**src/rtl/sp2c_pkg.sv**
```systemverilog
package sp2c_pkg;

  // CORDIC iterations and fraction bits of the rotation datapath
  localparam int TRIG_BITS = 16;
  localparam int GUARD     = TRIG_BITS + 2;
  localparam int CW        = GUARD + 3;
  localparam int ZW        = 33;
  localparam int NST       = (TRIG_BITS + 1) / 2;
  localparam int PW        = CW + 17;

  localparam longint GAIN_Q30 = 64'sd652032874;
  localparam longint X_INIT   = (GAIN_Q30 + (64'sd1 <<< (29 - GUARD))) >>> (30 - GUARD);

  localparam int COORD_MAX = 65535;

  localparam logic [31:0] QUARTER_TURN      = 32'h4000_0000;
  localparam logic [31:0] START_ANGLE_RESET = 32'hA000_0000;
  localparam logic [24:0] ANGLE_STEP_RESET  = 25'd9544372;
  localparam logic [7:0]  DECIMATION_RESET  = 8'd1;
  localparam logic [31:0] BAND_LOW_RESET    = 32'd201326592;
  localparam logic [31:0] BAND_HIGH_RESET   = 32'd671088640;
  localparam logic [31:0] REAR_LIMIT_RESET  = 32'd1342177280;

  localparam int CFG_IDX_W = 3;

  typedef enum logic [CFG_IDX_W-1:0] {
    REG_START_ANGLE,
    REG_ANGLE_STEP,
    REG_DECIMATION,
    REG_BAND_LOW,
    REG_BAND_HIGH,
    REG_REAR_LIMIT
  } reg_idx_t;

  typedef struct packed {
    logic signed [CW-1:0] x;
    logic signed [CW-1:0] y;
    logic signed [ZW-1:0] z;
  } cord_t;

  typedef struct packed {
    logic        point;
    logic        last;
    logic        flip;
    logic [15:0] range;
  } meta_t;

  function automatic logic signed [ZW-1:0] atan_val(input int i);
    case (i)
      0:       atan_val = 33'sd536870912;
      1:       atan_val = 33'sd316933406;
      2:       atan_val = 33'sd167458907;
      3:       atan_val = 33'sd85004756;
      4:       atan_val = 33'sd42667331;
      5:       atan_val = 33'sd21354465;
      6:       atan_val = 33'sd10679838;
      7:       atan_val = 33'sd5340245;
      8:       atan_val = 33'sd2670163;
      9:       atan_val = 33'sd1335087;
      10:      atan_val = 33'sd667544;
      11:      atan_val = 33'sd333772;
      12:      atan_val = 33'sd166886;
      13:      atan_val = 33'sd83443;
      14:      atan_val = 33'sd41722;
      15:      atan_val = 33'sd20861;
      16:      atan_val = 33'sd10430;
      17:      atan_val = 33'sd5215;
      18:      atan_val = 33'sd2608;
      19:      atan_val = 33'sd1304;
      20:      atan_val = 33'sd652;
      21:      atan_val = 33'sd326;
      22:      atan_val = 33'sd163;
      23:      atan_val = 33'sd81;
      default: atan_val = '0;
    endcase
  endfunction

  // one rotation step toward z = 0
  function automatic cord_t cordic_iter(input cord_t c, input int i);
    cord_t                r;
    logic signed [CW-1:0] dx;
    logic signed [CW-1:0] dy;
    dx = c.y >>> i;
    dy = c.x >>> i;
    if (!c.z[ZW-1]) begin
      r.x = c.x - dx;
      r.y = c.y + dy;
      r.z = c.z - atan_val(i);
    end else begin
      r.x = c.x + dx;
      r.y = c.y - dy;
      r.z = c.z + atan_val(i);
    end
    return r;
  endfunction

endpackage

```
**src/rtl/sp2c_cordic.sv**
```systemverilog
module sp2c_cordic import sp2c_pkg::*; (
  input  logic  clk,
  input  logic  rst,
  input  logic  adv,
  input  logic  in_vld,
  input  cord_t in_cord,
  input  meta_t in_meta,
  output logic  out_vld,
  output cord_t out_cord,
  output meta_t out_meta
);

  cord_t          cur    [NST];
  meta_t          mcur   [NST];
  cord_t          cord_q [NST];
  meta_t          meta_q [NST];
  logic [NST-1:0] vld;

  for (genvar k = 0; k < NST; k++) begin : g_stg
    cord_t nx;

    if (k == 0) begin : g_head
      assign cur[k]  = in_cord;
      assign mcur[k] = in_meta;
    end else begin : g_body
      assign cur[k]  = cord_q[k-1];
      assign mcur[k] = meta_q[k-1];
    end

    // two rotation steps per stage
    always_comb begin
      nx = cur[k];
      for (int j = 0; j < 2; j++) begin
        if (2 * k + j < TRIG_BITS) begin
          nx = cordic_iter(nx, 2 * k + j);
        end
      end
    end

    always_ff @(posedge clk) begin
      if (adv) begin
        cord_q[k] <= nx;
        meta_q[k] <= mcur[k];
      end
    end
  end

  always_ff @(posedge clk) begin
    if (rst) begin
      vld <= '0;
    end else if (adv) begin
      vld <= {vld[NST-2:0], in_vld};
    end
  end

  assign out_vld  = vld[NST-1];
  assign out_cord = cord_q[NST-1];
  assign out_meta = meta_q[NST-1];

endmodule

```
**config.mk**
```make
export PLATFORM = sky130hd
export DESIGN_NAME = sp2c_cordic
export DESIGN_NICKNAME = d
export VERILOG_FILES = /design/src/rtl/sp2c_pkg.sv /design/src/rtl/sp2c_cordic.sv
export SDC_FILE = /design/constraint.sdc
export NUM_CORES = 2
export LEC_CHECK = 0
export ABC_AREA = 1
export BUFFER_PORTS_ARGS = -buffer_cell sky130_fd_sc_hd__buf_2
export CAP_MARGIN = 10
export CELL_PAD_IN_SITES_DETAIL_PLACEMENT = 0
export CELL_PAD_IN_SITES_GLOBAL_PLACEMENT = 2
export CORE_UTILIZATION = 42
export CTS_CLUSTER_SIZE = 16
export DETAILED_ROUTE_END_ITERATION = 12
export GPL_TIMING_DRIVEN = 0
export PLACE_DENSITY = 0.95
export SYNTH_ARGS = -nofsm -noshare
export SYNTH_HDL_FRONTEND = slang
export SYNTH_SLANG_ARGS = --single-unit
export TNS_END_PERCENT = 5
```
**constraint.sdc**
```tcl
create_clock -name clk -period 10.75 [get_ports clk]
set_input_delay 1.6125 -clock clk [delete_from_list [all_inputs] [get_ports clk]]
set_output_delay 1.6125 -clock clk [all_outputs]
set_load 0.02 [all_outputs]
```
==> results.md <==
- Status: complete, no violations
- Min cycle time layout: between 7 and 8 ns
- GPL Wtd Cong: ~0.94
- Die area: roughly 220000 µm²
- Critical path fanouts, max: 25
- Register bit total from synthesis: 760
- TritonCTS Buffers: 91
- Worst Hold Class: reg -> reg
- Most prevalent standard cell on the critical path: nand2_1
- Clock Latency Late Sink: 0.79 ns
- CTS Root Cell: clkbuf_16
- Main synth FF type: edfxtp_1
- R2r setup slk: ~3.1 ns
- Post-placement cell count: 15931
- DRC violations left: 0
- First DRT Iteration DRCs: 5031
- Commonest non-fill, non-tap cell in the layout: nand2_1
- Starting Density: about 42%
- Post-CTS Setup Bufs: 0
- Final #Nets: about 14000
- WS Path Type: reg -> reg
- Setup Skew: ~0.072 ns
- Reg clk slew, reported paths: about 0.060 ns
- Synth top area share: ~24%
- Fin. max-slew vios: 0
- Initial antenna violation count: 1
- Startpoint types: register
- Fill cells: ~22000
- Yosys warning count: 0
- Max frequency: 131.6 MHz
- Most frequent cells in the layout: 2947 x nand2_1, 1630 x inv_1, 1277 x a21oi_1, 1220 x ha_1, 1056 x nor2_1
- Fin crit share: 70.71%
- Kind of end point of the critical path: register
- Post-Syn Area: approximately 93000 µm²
- I/O pins: ~190
- Die Wd: between 400 and 500 µm
- Clk sinks: between 700 and 800
- Max-cap viol count: 0
- Global-route wire length before repair: 427900 µm
- Cts hold-fix bufs: 0
- Critical Path RT: ~11 ns
- Hold EP: meta_q[1][71]
- Avg Vias per Cell: 5.244
- Synth area leader: edfxtp_1
- # rows: 172
- RSZ-0062 raised after global routing: false
- Routed WL: between 200000 and 300000 µm
- Layout cells sized above 1: under 10%
- Per-cell routed wire length: ~17 µm
- Mean Syn Cell Area: about 7.3 µm²
- Post-synth EDFFs: approximately 750
- Crit Reg-Reg Endpoint: cord_q[0][128]
- Area grow syn2layout: 8.683%
- Die Y: 472.1 µm
- Maximum number of pins on one net before global-route repair: 144
- Cells on worst reg2reg path: 26
- # resized after CTS: 0
- Vias in the first global route: a little over 80000
- Port Buffers: 190
- Area contributors post-synth: edfxtp_1 24%, ha_1 16%, nand2_1 12%
- Antenna Nets Post-Route: 0
- Hold Path Stages: 0
- Core area: about 220000 µm²
- FF-to-FF Start: cord_q[0][32]
- Net count after synthesis: between 10000 and 15000
- Maximum root-to-sink buffer count: 3
- Syn Inst Count: 12775
- Crit path largest cell delay: 0.85 ns
- Finished Layout Cells: roughly 16000
- Endpoints failing hold: 0
- Synth unique cells: approximately 70
- DR pass1 iterations: 8
- CTS tree: built
- All-Layer GR Usage: a little under a quarter
- Fraction of registers with async set/reset: 0%
- Total number of vias: about 84000
- Data arrival, critical path: between 8 and 9 ns
- Worst-Margin Slew: 1.004 ns
- Slew headroom: between 30% and 40%
- Post-synthesis sequential area ratio: roughly 25%
- Global route overflow: 0
- Highest-delay cell along the critical path: o311ai_0
- Hold Startpoint: meta_q[1][52]
- Dpl hpwl: about 230000 µm
- # setup viols final: 0
- H-tree Lvls: 3
-- cell type report --
class                   count  area, µm²  share of cell area [%]
inverters                1661       6237                   6.183
well taps                2958       3701                   3.669
clock inverters            67      872.1                  0.8646
multi-input cells       10202      62860                   62.32
repair buffers            198       1149                   1.139
plain buffers             152      985.9                  0.9774
flip-flops and latches    760      22740                   22.55
clock buffers             103       2322                   2.302
diodes                      1      2.502                0.002481
-- synth_stat cells (8+ instances only) --
| cell | instances |
|---|---|
| o21bai_1 | 78 |
| nor2_1 | 1056 |
| buf_4 | 86 |
| nand3b_1 | 53 |
| o21ai_0 | 611 |
| o211ai_1 | 57 |
| a21o_1 | 92 |
| o2111ai_1 | 13 |
| o21ai_1 | 73 |
| nand2_1 | 2947 |
| a2111oi_0 | 11 |
| clkbuf_1 | 23 |
| o31ai_1 | 32 |
| a21oi_1 | 1277 |
| or2_1 | 10 |
| xor2_2 | 22 |
| buf_2 | 27 |
| fa_1 | 47 |
| or2_2 | 16 |
| a21boi_1 | 15 |
| a211oi_1 | 17 |
| o21ai_2 | 23 |
| inv_2 | 29 |
| ha_1 | 1220 |
| a31oi_1 | 120 |
| nand3_1 | 580 |
| xnor2_1 | 335 |
| nor2_2 | 25 |
| inv_1 | 1630 |
| nor3b_1 | 8 |
| a21boi_0 | 25 |
| dfxtp_1 | 8 |
| nor3_1 | 183 |
| nand4_1 | 145 |
| nor4_1 | 48 |
| xor2_1 | 847 |
| nand2_2 | 51 |
| nand3_2 | 12 |
| buf_1 | 9 |
| edfxtp_1 | 752 |
| a21oi_2 | 15 |
| nor3_2 | 10 |
| o21a_1 | 64 |
-- cell families (layout without fill, tap and decap cells) --
kind of cell	count (synthesis)	in the layout	share of synthesized area (%)
and+or+nand+nor	5169	5169	23.25
AOI/OAI and AO/OA	2560	2560	15.44
buffers and inverters	1813	2181	7.769
adders and majority gates	1267	1267	17.46
xor gates and xnor gates	1206	1206	11.57
DFF	760	760	24.50
other	0	1	0
-- per-layer routing --
layer  share of wire [%]  track usage [%]  routed length [µm]
met5                   0                0                   0
met2                  49            42.37              130600
met3                 3.5            1.935                9469
met1                  46            30.18              123000
met4                 2.2            5.799                5981
-- state kept, by name, summed over array words and instances (netlist names) --
register and cells:
vld 8, meta_q 152, cord_q 600
-- through the flow --
stage,hold WS [ns],setup slack (ns),cell area (µm²),TNS [ns],utilization [%]
3_3_place_gp,0.4002,-3.391,97460,-2474.68,44.36
6_report,0.3715,3.149,100900,0,45.91
5_1_grt,0.3760,2.553,100900,0,45.91
4_1_cts,0.3561,3.025,100900,0,45.91
3_5_place_dp,0.4045,3.018,97670,0,44.45
2_1_floorplan,0.4003,4.823,92810,0,-
-- critical path, delay by kind of cell (launching register included) --
kind / cells / cell delay (ns)
AO/OA/AOI/OAI: 4 / 1.60
XOR/XNOR: 1 / 0.20
adder cells (fa/ha/maj): 2 / 0.86
buffers and inverters: 7 / 2.29
flip-flops: 1 / 0.80
AND/OR/NAND/NOR: 12 / 1.54
-- worst max path at each step --
stage | start | to | slack (ns) | cells past startpoint
6_report | cord_q[0][32] | cord_q[0][128] | 3.15 | 26
5_1_grt | cord_q[0][32] | cord_q[0][128] | 2.55 | 27
4_1_cts | cord_q[0][32] | cord_q[0][128] | 3.03 | 26
3_5_place_dp | cord_q[0][32] | cord_q[0][128] | 3.02 | 26
3_3_place_gp | adv | cord_q[1][257] | -3.39 | 1
2_1_floorplan | in_cord[32] | cord_q[0][53] | 4.82 | 24
Power is left out: the tool's default activity adds up to more than one toggle a clock period on the data nets, which glitch-free logic cannot reach.
