`config.mk`:
```
export PLATFORM = sky130hd
export DESIGN_NAME = sp2c_scale
export DESIGN_NICKNAME = d
export VERILOG_FILES = /design/src/rtl/sp2c_pkg.sv /design/src/rtl/sp2c_scale.sv
export SDC_FILE = /design/constraint.sdc
export NUM_CORES = 2
export LEC_CHECK = 0
export BUFFER_PORTS_ARGS = -buffer_cell sky130_fd_sc_hd__buf_4
export CAP_MARGIN = 5
export CORE_MARGIN = 2
export CORE_UTILIZATION = 45
export DETAILED_ROUTE_END_ITERATION = 10
export SETUP_SLACK_MARGIN = 0.3
export SYNTH_ARGS = -nofsm -noshare
export SYNTH_HDL_FRONTEND = slang
export SYNTH_SLANG_ARGS = --single-unit
```
`constraint.sdc`:
```
create_clock -name clk -period 12.8 [get_ports clk]
set_input_delay 1.28 -clock clk [delete_from_list [all_inputs] [get_ports clk]]
set_output_delay 1.28 -clock clk [all_outputs]
set_load 0.005 [all_outputs]
```
`src/rtl/sp2c_pkg.sv`:
```
package sp2c_pkg;

  // CORDIC iterations and fraction bits of the rotation datapath
  localparam int TRIG_BITS = 16;
  localparam int GUARD     = TRIG_BITS + 2;
  localparam int CW        = GUARD + 3;
  localparam int ZW        = 33;
  localparam int NST       = (TRIG_BITS + 1) / 2;
  localparam int PW        = CW + 17;

  localparam longint GAIN_Q30 = 64'sd652032874;
  localparam longint X_INIT   = (GAIN_Q30 + (64'sd1 <<< (29 - GUARD))) >>> (30 - GUARD);

  localparam int COORD_MAX = 65535;

  localparam logic [31:0] QUARTER_TURN      = 32'h4000_0000;
  localparam logic [31:0] START_ANGLE_RESET = 32'hA000_0000;
  localparam logic [24:0] ANGLE_STEP_RESET  = 25'd9544372;
  localparam logic [7:0]  DECIMATION_RESET  = 8'd1;
  localparam logic [31:0] BAND_LOW_RESET    = 32'd201326592;
  localparam logic [31:0] BAND_HIGH_RESET   = 32'd671088640;
  localparam logic [31:0] REAR_LIMIT_RESET  = 32'd1342177280;

  localparam int CFG_IDX_W = 3;

  typedef enum logic [CFG_IDX_W-1:0] {
    REG_START_ANGLE,
    REG_ANGLE_STEP,
    REG_DECIMATION,
    REG_BAND_LOW,
    REG_BAND_HIGH,
    REG_REAR_LIMIT
  } reg_idx_t;

  typedef struct packed {
    logic signed [CW-1:0] x;
    logic signed [CW-1:0] y;
    logic signed [ZW-1:0] z;
  } cord_t;

  typedef struct packed {
    logic        point;
    logic        last;
    logic        flip;
    logic [15:0] range;
  } meta_t;

  function automatic logic signed [ZW-1:0] atan_val(input int i);
    case (i)
      0:       atan_val = 33'sd536870912;
      1:       atan_val = 33'sd316933406;
      2:       atan_val = 33'sd167458907;
      3:       atan_val = 33'sd85004756;
      4:       atan_val = 33'sd42667331;
      5:       atan_val = 33'sd21354465;
      6:       atan_val = 33'sd10679838;
      7:       atan_val = 33'sd5340245;
      8:       atan_val = 33'sd2670163;
      9:       atan_val = 33'sd1335087;
      10:      atan_val = 33'sd667544;
      11:      atan_val = 33'sd333772;
      12:      atan_val = 33'sd166886;
      13:      atan_val = 33'sd83443;
      14:      atan_val = 33'sd41722;
      15:      atan_val = 33'sd20861;
      16:      atan_val = 33'sd10430;
      17:      atan_val = 33'sd5215;
      18:      atan_val = 33'sd2608;
      19:      atan_val = 33'sd1304;
      20:      atan_val = 33'sd652;
      21:      atan_val = 33'sd326;
      22:      atan_val = 33'sd163;
      23:      atan_val = 33'sd81;
      default: atan_val = '0;
    endcase
  endfunction

  // one rotation step toward z = 0
  function automatic cord_t cordic_iter(input cord_t c, input int i);
    cord_t                r;
    logic signed [CW-1:0] dx;
    logic signed [CW-1:0] dy;
    dx = c.y >>> i;
    dy = c.x >>> i;
    if (!c.z[ZW-1]) begin
      r.x = c.x - dx;
      r.y = c.y + dy;
      r.z = c.z - atan_val(i);
    end else begin
      r.x = c.x + dx;
      r.y = c.y - dy;
      r.z = c.z + atan_val(i);
    end
    return r;
  endfunction

endpackage

```
`src/rtl/sp2c_scale.sv`:
```
module sp2c_scale import sp2c_pkg::*; (
  input  logic        clk,
  input  logic        rst,
  input  logic        in_vld,
  input  cord_t       in_cord,
  input  meta_t       in_meta,
  output logic        adv,
  output logic        result_valid,
  input  logic        result_ready,
  output logic [16:0] pos_x,
  output logic [16:0] pos_y,
  output logic        point_valid,
  output logic        scan_end
);

  localparam logic signed [PW:0] ROUND_HALF = (PW + 1)'(1) << (GUARD - 1);

  logic signed [16:0]   rng_s;
  logic signed [PW-1:0] mul_x;
  logic signed [PW-1:0] mul_y;

  logic                 p_vld;
  logic signed [PW-1:0] p_x;
  logic signed [PW-1:0] p_y;
  meta_t                p_meta;

  function automatic logic [16:0] round_sat(input logic signed [PW-1:0] p, input logic flip);
    logic signed [PW:0] v;
    logic signed [PW:0] q;
    v = {p[PW-1], p};
    if (flip) begin
      v = -v;
    end
    q = (v + ROUND_HALF) >>> GUARD;
    if (q > COORD_MAX) begin
      round_sat = 17'(COORD_MAX);
    end else if (q < -COORD_MAX) begin
      round_sat = 17'(-COORD_MAX);
    end else begin
      round_sat = q[16:0];
    end
  endfunction

  // the whole pipeline holds while a finished beat waits
  assign adv   = !result_valid || result_ready;
  assign rng_s = $signed({1'b0, in_meta.range});
  assign mul_x = rng_s * in_cord.x;
  assign mul_y = rng_s * in_cord.y;

  always_ff @(posedge clk) begin
    if (rst) begin
      p_vld        <= 1'b0;
      result_valid <= 1'b0;
    end else if (adv) begin
      p_vld        <= in_vld;
      result_valid <= p_vld;
    end
  end

  always_ff @(posedge clk) begin
    if (adv) begin
      p_x    <= mul_x;
      p_y    <= mul_y;
      p_meta <= in_meta;
      if (p_meta.point) begin
        pos_x <= round_sat(p_x, p_meta.flip);
        pos_y <= round_sat(p_y, p_meta.flip);
      end else begin
        pos_x <= '0;
        pos_y <= '0;
      end
      point_valid <= p_meta.point;
      scan_end    <= p_meta.last;
    end
  end

endmodule

```
==> impl_results.md <==
* Antenna-violating nets left at 0
* Final Hold Viols at 0
* PortBufs at 102
* Synth Instances at 3550
* Critical Path RT at 12.99 ns
* Worst reg-to-reg path cell count at 16
* Number of hold buffers added after CTS at 0
* Tmin final at 8.05 ns
* Netlist cell types at 95
* Min Hold Slack at 0.427 ns
* FILL cells at 6872
* Final Cycle Share at between 60 and 70%
* CTS tree: built
* Setup WS pre-CTS at 4.44 ns
* Clock Skew at between 0.015 and 0.02 ns
* Worst r2r dst: pos_x[6]
* Global-route wire length before repair at 130 mm
* Vias in the first global route at 24144
* CTS buffer count at 17
* Startpoint types: input port
* Clk slew on worst S/H paths at 0.07 ns
* DIE AREA at 73800 um^2
* Crit-path slowest cell: o31ai_1
* Hold path depth at 0
* RSZ-0062 raised after global routing: false
* CTS sink cnt at about 120
* CTS resizes at 0
* Hold path start: p_meta[17]
* Crit path DAT at 8.24 ns
* CP most frequent cell: fa_1
* Final worst slack at 4.75 ns
* TritonRoute pass-1 iters at 5
* Crit path max fanout at 42
* Core area at 71200 um^2
* Die Y-Extent at ~270 um
* Post-synth ARST share at 0%
* CP delay by family, top: adder cells
* Drt drc at 0
* Largest net degree at the start of global routing at 80
* CP Capture Type: register
* RD Place Congestion at 0.830
* Netlist Area Pre-Place at between 30000 and 40000 um^2
* Synth Register Bits at approximately 120
* Status: complete, no violations
* Crit path depth at 22
* Post-CTS Setup Bufs at 0
* Ys Warns at 0
* Die width at roughly 270 um
* Final HPWL DP at a little under 60 mm
* Slew Viols, Final at 0
* Worst min-delay path endpoint: scan_end
* CP Buf/Inv Count at 4
* Initial Utilization at 45.3%
* # setup viols final at 0
* P&R area growth vs syn at 6.10%
* Worst-Skew Late Latency at 0.44 ns
* Final nets at roughly 4500
* Number of max-cap violations at 0
* Worst-Margin Slew at around 1.0 ns
* Avg Cell Area, Syn at 9.09 um^2
* Post-Syn Nets at between 4000 and 5000
* R2r startpoint: p_x[3]
* Vias/cell at 5.17
* Worst slew margin at roughly 30%
* GRT overflow at 0
* DR iter-0 viols at 1265
* TNS Setup at 0 ns
* Post-layout util at 48.0%
* Ports at 136
* Seq/Total Area, Yosys at 10.8%
* R2r setup slk at a little under 8 ns
* Layout cells sized above 1 at between 5 and 6%
* Final WL at 77.5 mm
* Worst hold path class: register to register
* Vias at 23177
* CP Class: input port to register
* Post-synth EDFFs at between 100 and 150
* Count of standard-cell rows at 98
* CP max stage delay at between 0.6 and 0.7 ns
* Initial antenna violation count at 4
* Fmax at between 0.1 and 0.15 GHz
* Clock Tree Buf Depth at 2
* CTS root buf: clkbuf_16
* Top_reg_cell synth: edfxtp_1
* Crit-path cells: buf_4 > nand2_1 > fa_1 > fa_1 > fa_1 > fa_1 > inv_1 > fa_1 > inv_1 > fa_1 > inv_1 > ha_1 > and4_1 > a21oi_1 > nand2_1 > o31ai_1 > a21oi_1 > a31oi_1 > o21bai_1 > a311o_1 > a21oi_1 > xnor2_1
* Total track usage at around 22%
* CTS H-Tree Depth at 4
* Per-cell routed wire length at approximately 17 um
-- routing by layer --
metal  wire, um  global-route usage (%)
met2      36800                    36.6
met4        911                    3.67
met5         20                       0
met1      36400                    32.0
met3       3300                    2.03
-- cell usage after synthesis, types with 5 or more instances --
cell	instances	share of area (%)
and4_1	7	0.19
and2_1	290	5.6
a2111oi_0	5	0.14
nor4_1	15	0.29
o31ai_1	11	0.26
a21o_1	39	0.91
a211o_1	6	0.16
nand4_1	11	0.21
a41oi_1	5	0.14
o21a_1	15	0.35
ha_1	192	7.4
a21oi_1	95	1.5
nor4_2	9	0.35
o22ai_1	5	0.097
o31a_1	5	0.14
fa_1	670	42
or3_1	16	0.31
and3_1	18	0.35
a21boi_0	6	0.14
nor2_1	80	0.93
inv_1	858	10
a31oi_1	8	0.16
mux2i_1	11	0.34
nand2b_1	19	0.37
nand3_1	34	0.53
a211oi_1	10	0.23
xnor2_1	94	2.6
edfxtp_1	115	11
or2_2	16	0.31
o21bai_1	9	0.21
nor2b_1	19	0.37
clkbuf_1	142	1.7
a22oi_1	5	0.12
o211ai_1	7	0.16
nor3_1	35	0.54
nand2_1	473	5.5
xor2_1	30	0.81
o21ai_0	50	0.78
-- layout by cell type (no fill, tap or decap), drive strengths merged, types with 9 or more instances in the layout --
cell type and n:
or3 16, nand4 12, and2 290, nand3 34
nor2 80, edfxtp 115, nor2b 19, a21o 39
xor2 31, xnor2 94, nand2 473, fa 670
buf 106, o21a 15, or2 16, o21ai 55
inv 866, nor4 24, mux2i 11, ha 192
a21oi 95, a211oi 11, and3 18, o21bai 9
o31ai 15, clkbuf 18, nand2b 19, nor3 35
-- metrics by stage --
stage | cell area, um^2 | cells
final | 34200 | 4487
after global placement | 33700 | 4454
after floorplan | 32300 | 3550
after detailed placement | 33700 | 4454
after CTS | 34200 | 4486
after global routing | 34200 | 4486
-- cell type report --
type / count / area [um^2] / area share [%]
Multi-Input combinational cell: 2423 / 25000 / 72.9
Sequential cell: 117 / 3490 / 10.2
Inverter: 858 / 3220 / 9.41
Tap cell: 950 / 1190 / 3.47
Timing Repair Buffer: 106 / 796 / 2.32
Clock buffer: 18 / 429 / 1.25
Clock inverter: 14 / 143 / 0.417
Antenna cell: 1 / 2.50 / 0.00731
-- how the worst max path moves through the flow --
stage / start / end / slack, ns
2_1_floorplan: in_meta[9] / p_x[37] / 5.45
5_1_grt: in_meta[2] / p_x[36] / 4.48
4_1_cts: in_meta[2] / p_x[36] / 4.89
6_report: in_meta[2] / p_x[36] / 4.75
3_3_place_gp: in_meta[8] / p_x[37] / 4.44
3_5_place_dp: in_meta[2] / p_x[36] / 4.44
-- logic make-up after synthesis --
kind of cell,share of synthesized area [%]
AND/OR/NAND/NOR,16.6
buffers and inverters,11.8
adder cells (fa/ha/maj),49.1
AO/OA/AOI/OAI,7.76
XOR/XNOR,3.42
flip-flops,10.8
multiplexers,0.446
-- registers in the layout, indices dropped and copies added, names as in the netlist --
name          cells
point_valid       1
result_valid      1
p_vld             1
p_meta            3
p_x              38
p_y              38
pos_x            17
scan_end          1
pos_y            17
Power is not shown: default switching activity piles up to over one toggle a cycle in this logic, so the estimate is an artifact.
